### config.mk
export PLATFORM = sky130hd
export DESIGN_NAME = source_tokenizer
export DESIGN_NICKNAME = d
export VERILOG_FILES = /design/src/hw/rtl/st_pkg.sv /design/src/hw/rtl/st_scan.sv /design/src/hw/rtl/st_resq.sv /design/src/hw/rtl/source_tokenizer.sv
export SDC_FILE = /design/constraint.sdc
export NUM_CORES = 1
export LEC_CHECK = 0
export ABC_AREA = 1
export BUFFER_PORTS_ARGS = -buffer_cell sky130_fd_sc_hd__buf_2
export CAP_MARGIN = 10
export CORE_UTILIZATION = 65
export DETAILED_ROUTE_END_ITERATION = 8
export GPL_ROUTABILITY_DRIVEN = 0
export PLACE_DENSITY = 0.84
export SYNTH_ARGS = -nofsm -noshare
export SYNTH_HDL_FRONTEND = slang
export SYNTH_HIERARCHICAL = 1
export SYNTH_SLANG_ARGS = --single-unit
export TNS_END_PERCENT = 1
### constraint.sdc
create_clock -name clk -period 7.5 [get_ports clk]
set_input_delay 1.125 -clock clk [delete_from_list [all_inputs] [get_ports clk]]
set_output_delay 1.125 -clock clk [all_outputs]
set_load 0.02 [all_outputs]
### src/hw/rtl/st_pkg.sv
// ----------------------------------------------------------------------------
// st_pkg
// Types and token kind codes for the source tokenizer.
// ----------------------------------------------------------------------------
`default_nettype none

package st_pkg;

  localparam logic [3:0] KIND_ID     = 4'd0;
  localparam logic [3:0] KIND_INT    = 4'd1;
  localparam logic [3:0] KIND_STRING = 4'd2;
  localparam logic [3:0] KIND_EQUALS = 4'd3;
  localparam logic [3:0] KIND_SEMI   = 4'd4;
  localparam logic [3:0] KIND_LPAREN = 4'd5;
  localparam logic [3:0] KIND_RPAREN = 4'd6;
  localparam logic [3:0] KIND_COMMA  = 4'd7;
  localparam logic [3:0] KIND_EOF    = 4'd8;

  localparam int ST_RES_DEPTH = 4;

  typedef struct packed {
    logic [3:0] token_kind;
    logic [7:0] text_char;
    logic       first_char;
    logic       last_char;
    logic       empty_token;
    logic       last_of_run;
  } res_t;

  typedef struct packed {
    logic [1:0] count;
    res_t       res0;
    res_t       res1;
  } push_t;

endpackage

`default_nettype wire

### src/hw/rtl/st_scan.sv
// ----------------------------------------------------------------------------
// st_scan
// Scanner state and per-character step; yields up to two results per item.
// ----------------------------------------------------------------------------
`default_nettype none

module st_scan import st_pkg::*; (
  input  logic       clk,
  input  logic       rst_n,
  input  logic       accept,
  input  logic [7:0] char_code,
  input  logic       end_of_input,
  output push_t      push
);

  localparam logic [2:0] MODE_IDLE       = 3'd0;
  localparam logic [2:0] MODE_ID         = 3'd1;
  localparam logic [2:0] MODE_NUM        = 3'd2;
  localparam logic [2:0] MODE_STR        = 3'd3;
  localparam logic [2:0] MODE_LINE       = 3'd4;
  localparam logic [2:0] MODE_SLASH      = 3'd5;
  localparam logic [2:0] MODE_BLOCK      = 3'd6;
  localparam logic [2:0] MODE_BLOCK_STAR = 3'd7;

  localparam logic [7:0] CH_HASH  = 8'h23;
  localparam logic [7:0] CH_QUOTE = 8'h22;
  localparam logic [7:0] CH_NL    = 8'h0a;
  localparam logic [7:0] CH_EQ    = 8'h3d;
  localparam logic [7:0] CH_SEMI  = 8'h3b;
  localparam logic [7:0] CH_LPAR  = 8'h28;
  localparam logic [7:0] CH_RPAR  = 8'h29;
  localparam logic [7:0] CH_COMMA = 8'h2c;
  localparam logic [7:0] CH_STAR  = 8'h2a;
  localparam logic [7:0] CH_SLASH = 8'h2f;
  localparam logic [7:0] CH_UNDER = 8'h5f;

  logic [2:0] mode_r, mode_nxt;
  logic       held_valid_r, held_valid_nxt;
  logic [7:0] held_char_r, held_char_nxt;
  logic       held_first_r, held_first_nxt;
  logic [1:0] held_kind_r, held_kind_nxt;
  logic       str_text_r, str_text_nxt;

  logic       is_dig, is_let;
  logic       idle_put_v, idle_hold_v, idle_str_clr;
  logic [3:0] idle_kind;
  logic [1:0] idle_hold_kind;
  logic [2:0] idle_mode;
  res_t       held_res, idle_res, empty_res, eof_res;
  res_t       a, b;
  logic       a_v, b_v, use_idle;
  push_t      step;

  assign is_dig = (char_code inside {[8'h30:8'h39]});
  assign is_let = (char_code inside {[8'h61:8'h7a], [8'h41:8'h5a]}) || (char_code == CH_UNDER);

  // token start decode with nothing in progress
  always_comb begin
    idle_put_v     = 1'b0;
    idle_hold_v    = 1'b0;
    idle_str_clr   = 1'b0;
    idle_kind      = KIND_ID;
    idle_hold_kind = KIND_ID[1:0];
    idle_mode      = MODE_IDLE;
    if (is_dig) begin
      idle_hold_v    = 1'b1;
      idle_hold_kind = KIND_INT[1:0];
      idle_mode      = MODE_NUM;
    end else if (is_let) begin
      idle_hold_v    = 1'b1;
      idle_hold_kind = KIND_ID[1:0];
      idle_mode      = MODE_ID;
    end else begin
      case (char_code)
        CH_QUOTE: begin
          idle_str_clr = 1'b1;
          idle_mode    = MODE_STR;
        end
        CH_HASH:  idle_mode = MODE_LINE;
        CH_SLASH: idle_mode = MODE_SLASH;
        CH_EQ: begin
          idle_put_v = 1'b1;
          idle_kind  = KIND_EQUALS;
        end
        CH_SEMI: begin
          idle_put_v = 1'b1;
          idle_kind  = KIND_SEMI;
        end
        CH_LPAR: begin
          idle_put_v = 1'b1;
          idle_kind  = KIND_LPAREN;
        end
        CH_RPAR: begin
          idle_put_v = 1'b1;
          idle_kind  = KIND_RPAREN;
        end
        CH_COMMA: begin
          idle_put_v = 1'b1;
          idle_kind  = KIND_COMMA;
        end
        default: idle_mode = MODE_IDLE;
      endcase
    end
  end

  always_comb begin
    held_res.token_kind  = {2'b00, held_kind_r};
    held_res.text_char   = held_char_r;
    held_res.first_char  = held_first_r;
    held_res.last_char   = 1'b1;
    held_res.empty_token = 1'b0;
    held_res.last_of_run = 1'b0;

    idle_res.token_kind  = idle_kind;
    idle_res.text_char   = char_code;
    idle_res.first_char  = 1'b1;
    idle_res.last_char   = 1'b1;
    idle_res.empty_token = 1'b0;
    idle_res.last_of_run = 1'b0;

    empty_res.token_kind  = KIND_STRING;
    empty_res.text_char   = 8'h00;
    empty_res.first_char  = 1'b1;
    empty_res.last_char   = 1'b1;
    empty_res.empty_token = 1'b1;
    empty_res.last_of_run = 1'b0;

    eof_res            = empty_res;
    eof_res.token_kind = KIND_EOF;
  end

  always_comb begin
    a_v            = 1'b0;
    b_v            = 1'b0;
    a              = held_res;
    b              = idle_res;
    use_idle       = 1'b0;
    mode_nxt       = mode_r;
    held_valid_nxt = held_valid_r;
    held_char_nxt  = held_char_r;
    held_first_nxt = held_first_r;
    held_kind_nxt  = held_kind_r;
    str_text_nxt   = str_text_r;

    if (end_of_input) begin
      a_v = held_valid_r || (mode_r == MODE_STR);
      if (!held_valid_r) begin
        a = empty_res;
      end
      b_v            = 1'b1;
      b              = eof_res;
      mode_nxt       = MODE_IDLE;
      held_valid_nxt = 1'b0;
      held_char_nxt  = 8'h00;
      held_first_nxt = 1'b0;
      held_kind_nxt  = 2'b00;
      str_text_nxt   = 1'b0;
    end else begin
      case (mode_r)
        MODE_ID, MODE_NUM: begin
          a_v = held_valid_r;
          if (is_dig || (is_let && (mode_r == MODE_ID))) begin
            a.last_char    = 1'b0;
            held_valid_nxt = 1'b1;
            held_char_nxt  = char_code;
            held_first_nxt = 1'b0;
            held_kind_nxt  = (mode_r == MODE_ID) ? KIND_ID[1:0] : KIND_INT[1:0];
          end else begin
            use_idle = 1'b1;
          end
        end
        MODE_STR: begin
          if (char_code == CH_QUOTE) begin
            a_v = 1'b1;
            if (!held_valid_r) begin
              a = empty_res;
            end
            held_valid_nxt = 1'b0;
            str_text_nxt   = 1'b0;
            mode_nxt       = MODE_IDLE;
          end else begin
            a_v            = held_valid_r;
            a.last_char    = 1'b0;
            held_valid_nxt = 1'b1;
            held_char_nxt  = char_code;
            held_first_nxt = !str_text_r;
            held_kind_nxt  = KIND_STRING[1:0];
            str_text_nxt   = 1'b1;
          end
        end
        MODE_LINE: begin
          if (char_code == CH_NL) begin
            mode_nxt = MODE_IDLE;
          end
        end
        MODE_SLASH: begin
          if (char_code == CH_STAR) begin
            mode_nxt = MODE_BLOCK;
          end else begin
            use_idle = 1'b1;
          end
        end
        MODE_BLOCK: begin
          if (char_code == CH_STAR) begin
            mode_nxt = MODE_BLOCK_STAR;
          end
        end
        MODE_BLOCK_STAR: begin
          if (char_code == CH_SLASH) begin
            mode_nxt = MODE_IDLE;
          end else if (char_code != CH_STAR) begin
            mode_nxt = MODE_BLOCK;
          end
        end
        default: begin
          a_v      = held_valid_r;
          use_idle = 1'b1;
        end
      endcase

      if (use_idle) begin
        b_v      = idle_put_v;
        mode_nxt = idle_mode;
        if (idle_hold_v) begin
          held_valid_nxt = 1'b1;
          held_char_nxt  = char_code;
          held_first_nxt = 1'b1;
          held_kind_nxt  = idle_hold_kind;
        end else if (a_v) begin
          held_valid_nxt = 1'b0;
        end
        if (idle_str_clr) begin
          str_text_nxt = 1'b0;
        end
      end
    end
  end

  always_comb begin
    step = '0;
    if (a_v) begin
      step.res0  = a;
      step.res1  = b;
      step.count = b_v ? 2'd2 : 2'd1;
    end else begin
      step.res0  = b;
      step.res1  = b;
      step.count = b_v ? 2'd1 : 2'd0;
    end
    step.res0.last_of_run = (step.count == 2'd1);
    step.res1.last_of_run = 1'b1;
    push       = step;
    push.count = accept ? step.count : 2'd0;
  end

  always_ff @(posedge clk) begin
    if (!rst_n) begin
      mode_r       <= MODE_IDLE;
      held_valid_r <= 1'b0;
      str_text_r   <= 1'b0;
    end else if (accept) begin
      mode_r       <= mode_nxt;
      held_valid_r <= held_valid_nxt;
      str_text_r   <= str_text_nxt;
    end
  end

  always_ff @(posedge clk) begin
    if (accept) begin
      held_char_r  <= held_char_nxt;
      held_first_r <= held_first_nxt;
      held_kind_r  <= held_kind_nxt;
    end
  end

endmodule

`default_nettype wire

### src/hw/rtl/st_resq.sv
// ----------------------------------------------------------------------------
// st_resq
// Result queue: takes up to two results a cycle, hands out one a cycle when popped.
// ----------------------------------------------------------------------------
`default_nettype none

module st_resq import st_pkg::*; #(
  parameter int DEPTH = ST_RES_DEPTH
) (
  input  logic  clk,
  input  logic  rst_n,
  input  push_t push,
  input  logic  pop,
  output res_t  head,
  output logic  head_valid,
  output logic  no_room
);

  localparam int PTR_W = (DEPTH > 1) ? $clog2(DEPTH) : 1;
  localparam int CNT_W = $clog2(DEPTH + 1);

  res_t             mem_r [DEPTH];
  logic [PTR_W-1:0] wp_r, wp_nxt, wp1, wp2, rp_r, rp_nxt;
  logic [CNT_W-1:0] cnt_r, cnt_nxt;

  assign wp1 = (wp_r == PTR_W'(DEPTH - 1)) ? '0 : wp_r + 1'b1;
  assign wp2 = (wp1  == PTR_W'(DEPTH - 1)) ? '0 : wp1 + 1'b1;

  always_comb begin
    case (push.count)
      2'd1:    wp_nxt = wp1;
      2'd2:    wp_nxt = wp2;
      default: wp_nxt = wp_r;
    endcase
    rp_nxt = rp_r;
    if (pop) begin
      rp_nxt = (rp_r == PTR_W'(DEPTH - 1)) ? '0 : rp_r + 1'b1;
    end
    cnt_nxt = cnt_r + CNT_W'(push.count) - CNT_W'(pop);
  end

  assign head_valid = (cnt_r != '0);
  assign head       = mem_r[rp_r];
  assign no_room    = (cnt_r > CNT_W'(DEPTH - 2));

  always_ff @(posedge clk) begin
    if (push.count != 2'd0) begin
      mem_r[wp_r] <= push.res0;
    end
    if (push.count == 2'd2) begin
      mem_r[wp1] <= push.res1;
    end
  end

  always_ff @(posedge clk) begin
    if (!rst_n) begin
      wp_r  <= '0;
      rp_r  <= '0;
      cnt_r <= '0;
    end else begin
      wp_r  <= wp_nxt;
      rp_r  <= rp_nxt;
      cnt_r <= cnt_nxt;
    end
  end

endmodule

`default_nettype wire

### src/hw/rtl/source_tokenizer.sv
// Results of an accepted item are written into the result queue and shown on out_* from its head.
// Throughput: one item per cycle while in_stall is low; an item giving two results hands them out in turn.
// in_stall rises while the result queue has fewer than two free entries.
// Reset (synchronous, rst_n low) returns the scanner to idle and empties the queue.
// ----------------------------------------------------------------------------
// source_tokenizer
// Streaming lexer: one source byte in per item, token text out one char per item.
// ----------------------------------------------------------------------------
`default_nettype none

module source_tokenizer import st_pkg::*; #(
  parameter int RES_DEPTH = ST_RES_DEPTH
) (
  input  logic       clk,
  input  logic       rst_n,
  input  logic       in_valid,
  output logic       in_stall,
  input  logic [7:0] in_char_code,
  input  logic       in_end_of_input,
  output logic       out_valid,
  input  logic       out_stall,
  output logic [3:0] out_token_kind,
  output logic [7:0] out_text_char,
  output logic       out_first_char,
  output logic       out_last_char,
  output logic       out_empty_token,
  output logic       out_last_of_run
);

  logic  in_accept;
  logic  out_pop;
  push_t push;
  res_t  head;

  assign in_accept = in_valid && !in_stall;
  assign out_pop   = out_valid && !out_stall;

  st_scan u_scan (
    .clk          (clk),
    .rst_n        (rst_n),
    .accept       (in_accept),
    .char_code    (in_char_code),
    .end_of_input (in_end_of_input),
    .push         (push)
  );

  st_resq #(
    .DEPTH (RES_DEPTH)
  ) u_resq (
    .clk        (clk),
    .rst_n      (rst_n),
    .push       (push),
    .pop        (out_pop),
    .head       (head),
    .head_valid (out_valid),
    .no_room    (in_stall)
  );

  assign out_token_kind  = head.token_kind;
  assign out_text_char   = head.text_char;
  assign out_first_char  = head.first_char;
  assign out_last_char   = head.last_char;
  assign out_empty_token = head.empty_token;
  assign out_last_of_run = head.last_of_run;

endmodule

`default_nettype wire

==> flow_metrics.py <==
metrics = {
    "run_status": {
        "outcome": "complete, no violations",
    },
    "synthesis": {
        "yosysWarnings": 6,
        "synth-seq-area-share_pct": 44.8,
        "synth_enable_flop_cells": 75,
        "ys.flop_type": "edfxtp_1",
        "async_flop_share_pct": 0,
        "synth_cells": 689,
        "synth.top_cell.area_share_pct": 39.9,
        "synthDistinctLibCells": 40,
        "syn_area_sq_um": 5650,
        "netlist_top_cells_area": "edfxtp_1 (40%), nand2_1 (9.8%), nor2_1 (5.8%)",
        "avgSynthCellArea_sq_um": 8.20,
        "synth-seq-cells": 89,
        "synth_top_area_cell": "edfxtp_1",
    },
    "drt": {
        "vias": 4799,
        "ant_nets": 0,
        "drc": 0,
        "wl_per_cell_um": 15.4,
        "vias_per_cell": 5.89,
        "routed_wl_mm": 12.6,
        "dr.pass1.iters": 5,
        "drtIter0Drc": 414,
    },
    "critical_path": {
        "cp_max_fo": 33,
        "reg2reg_to": "u_resq/mem_r[3][10]$_DFFE_PP_",
        "startpoint_type": "input port",
        "crit_family": "simple AND/OR/NAND/NOR gates",
        "critPathMostFrequentCell": "inv_1",
        "r2r-start": "u_scan/mode_r[0]$_SDFFE_PN0P_",
        "crit_chain": "buf_2 > inv_1 > nor3_1 > o21ai_2 > ha_1 > nand2_1 > inv_1 > inv_1 > ha_1 > nand2_2 > o21ai_1 > buf_4",
        "arrival_ns": 4.54,
        "max_stage_delay_ns": 0.54,
        "rr_worst_depth": 14,
        "cp_data_required_time_ns": 7.55,
        "slowest_stage": "nor3_1",
        "rrSetupSlack_ns": 3.68,
        "critical_path_class": "input port to register",
        "path_buf_inv": 5,
        "worstSetupEndpointType": "register",
    },
    "hold_path": {
        "hold_path.class": "register to register",
        "hold_end": "u_scan/str_text_r$_SDFFE_PN0P_",
        "worstHoldPathCells": 2,
        "hp-start": "u_scan/str_text_r$_SDFFE_PN0P_",
    },
    "sta": {
        "finalSetupTns_ns": 0,
        "rsz0062_at_grt": "false",
        "post-route-period-util_pct": 59.9,
        "worstMarginPinSlew_ns": 0.769,
        "period_needed_ns": 4.49,
        "fin_ws_ns": 3.01,
        "clock.fmax_ghz": 0.223,
        "final-hold-violation-count": 0,
        "slew_headroom_pct": 48.7,
        "maxSlewViolCount": 0,
        "setup_viol": 0,
        "fin_worst_skew_ns": 0.0103,
    },
    "finish": {
        "final_common_cell": "nand2_1",
        "drive_gt1_share_pct": 16.8,
        "mostFrequentLayoutCells": "nand2_1 (148), nor2_1 (87), inv_1 (78), edfxtp_1 (75), o21ai_0 (49)",
        "finalNonFillerCells": 815,
        "layout.nets": 733,
        "area_growth_pct": 4.98,
        "antennaDiodeCount": 0,
        "final_util_pct": 71.5,
    },
    "clock_network": {
        "ctsRootBufferMaster": "clkbuf_8",
        "cts_sinks": 89,
        "cts_hold_buf": 0,
        "postCtsSetupRepairBufs": 0,
        "cts_tree": "done",
        "clkLatencyLatePin_ns": 0.36,
        "clock_path_buffers": 2,
        "ctsHtreeMaxLevel": 3,
        "ctsResizeCount": 0,
        "clk_pin_slew_ns": 0.09,
        "cts_inserted_buffers": 9,
    },
    "power_and_ir_drop": {
        "p_leak_nw": 2.53,
        "p_total_mw": 1.83,
        "power_density_nw_per_um2": 308,
        "irDropWorstVdd_mv": 0.180,
    },
    "floorplan": {
        "pin_count": 31,
        "rows": 33,
        "die_h_um": 95.2,
        "core_area_sq_um": 8300,
        "initial_core_util_pct": 68.1,
        "dieArea_sq_um": 9070,
        "chipWidth_um": 95.2,
    },
    "global_route": {
        "grt_start_max_net_pins": 34,
        "grt_pass1_vias": 4451,
        "antenna_found_initial": 0,
        "grtUsageTotal_pct": 30.1,
        "grt-ovfl-total": 0,
        "grt_pass1_wl_mm": 20.5,
    },
    "job": {
        "cap_violations": 0,
    },
    "placement": {
        "port_buffers": 30,
        "dp_hpwl_mm": 9.02,
        "place_inst": 799,
        "post-place-ws_ns": 2.66,
    },
}
## registers in the layout, summed over array words and instances, names as in the netlist, 2 cells and up, named ones only
name	flops
u_resq/rp_r	2
u_resq/mem_r	64
u_scan/held_kind_r	2
u_scan/held_char_r	8
u_resq/cnt_r	3
u_resq/wp_r	2
u_scan/mode_r	3
## synth_stat cells, types with 3 or more instances
cell type  number
o31ai_1         3
buf_4           9
nand3_1        21
a21oi_1        13
edfxtp_1       75
nand2_1       148
nand4_1         4
dfxtp_1        14
o21ai_1        40
o22ai_1        17
ha_1           14
inv_2           5
buf_6          10
nor3_1         12
o21ai_0        53
nor2_1         87
clkbuf_1        4
nor2_2          8
nand2_2         9
buf_2           7
inv_1          78
o21ai_2        34
nand3_2         3
## final cells by class
class,count,area [sq um]
sequential,89,2530
inverter,83,312
tap,105,131
fill,639,2370
clock inverter,5,63.8
clock buffer,11,141
timing repair buffer,35,188
multi-input combinational,487,2560
## metrics by stage
| stage | area [sq um] | hold WS [ns] |
|---|---|---|
| detailed placement | 5730 | 0.454 |
| global placement | 5730 | 0.452 |
| finish | 5930 | 0.466 |
| global route | 5930 | 0.509 |
| CTS | 5930 | 0.466 |
| floorplan | 5660 | 0.442 |
## routing by layer
| layer | global-route usage (%) | part of all wire (%) | routed length (um) | up-vias |
|---|---|---|---|---|
| li1 | - | - | - | 2338 |
| met2 | 50.7 | 47 | 5930 | 276 |
| met5 | 0 | 0 | 0 | - |
| met4 | 11.0 | 2.7 | 335 | 0 |
| met1 | 38.4 | 41 | 5170 | 2153 |
| met3 | 5.82 | 9.1 | 1140 | 32 |
## worst min-delay path: cells and delay by family, from the launching register on
family	cells	cell delay [ns]
simple gates	1	0.06
flops	1	0.32
compound gates	1	0.06
## how the worst max path moves through the flow
| stage | start | endpoint | slack (ns) | cells past startpoint |
|---|---|---|---|---|
| 2_1_floorplan | in_end_of_input | u_resq/mem_r[3][0]$_DFFE_PP_ | 3.07 | 11 |
| 3_5_place_dp | in_end_of_input | u_resq/mem_r[3][6]$_DFFE_PP_ | 2.66 | 12 |
| 5_1_grt | in_end_of_input | u_resq/mem_r[3][10]$_DFFE_PP_ | 2.61 | 12 |
| 4_1_cts | in_end_of_input | u_resq/mem_r[3][10]$_DFFE_PP_ | 3.04 | 12 |
| 6_report | in_end_of_input | u_resq/mem_r[3][10]$_DFFE_PP_ | 3.01 | 12 |
| 3_3_place_gp | in_end_of_input | u_resq/mem_r[3][8]$_DFFE_PP_ | 2.84 | 12 |
## logic make-up (layout without fill, tap and decap cells)
family	after synthesis	after routing	share of synthesized area, %
buffers and inverters	115	134	9.94
DFF	89	89	44.8
xor gates and xnor gates	1	1	0.155
other	1	3	0.0664
adders and majority gates	15	15	3.45
AOI/OAI and AO/OA	166	166	17.9
and+or+nand+nor	302	302	23.7
## report_power, final
part           internal (mW)  leakage (nW)  switching (mW)
Combinational          0.252          1.62           0.537
Clock                  0.166         0.100           0.176
Sequential             0.647         0.805          0.0515
(Power assumes the default switching activity.)
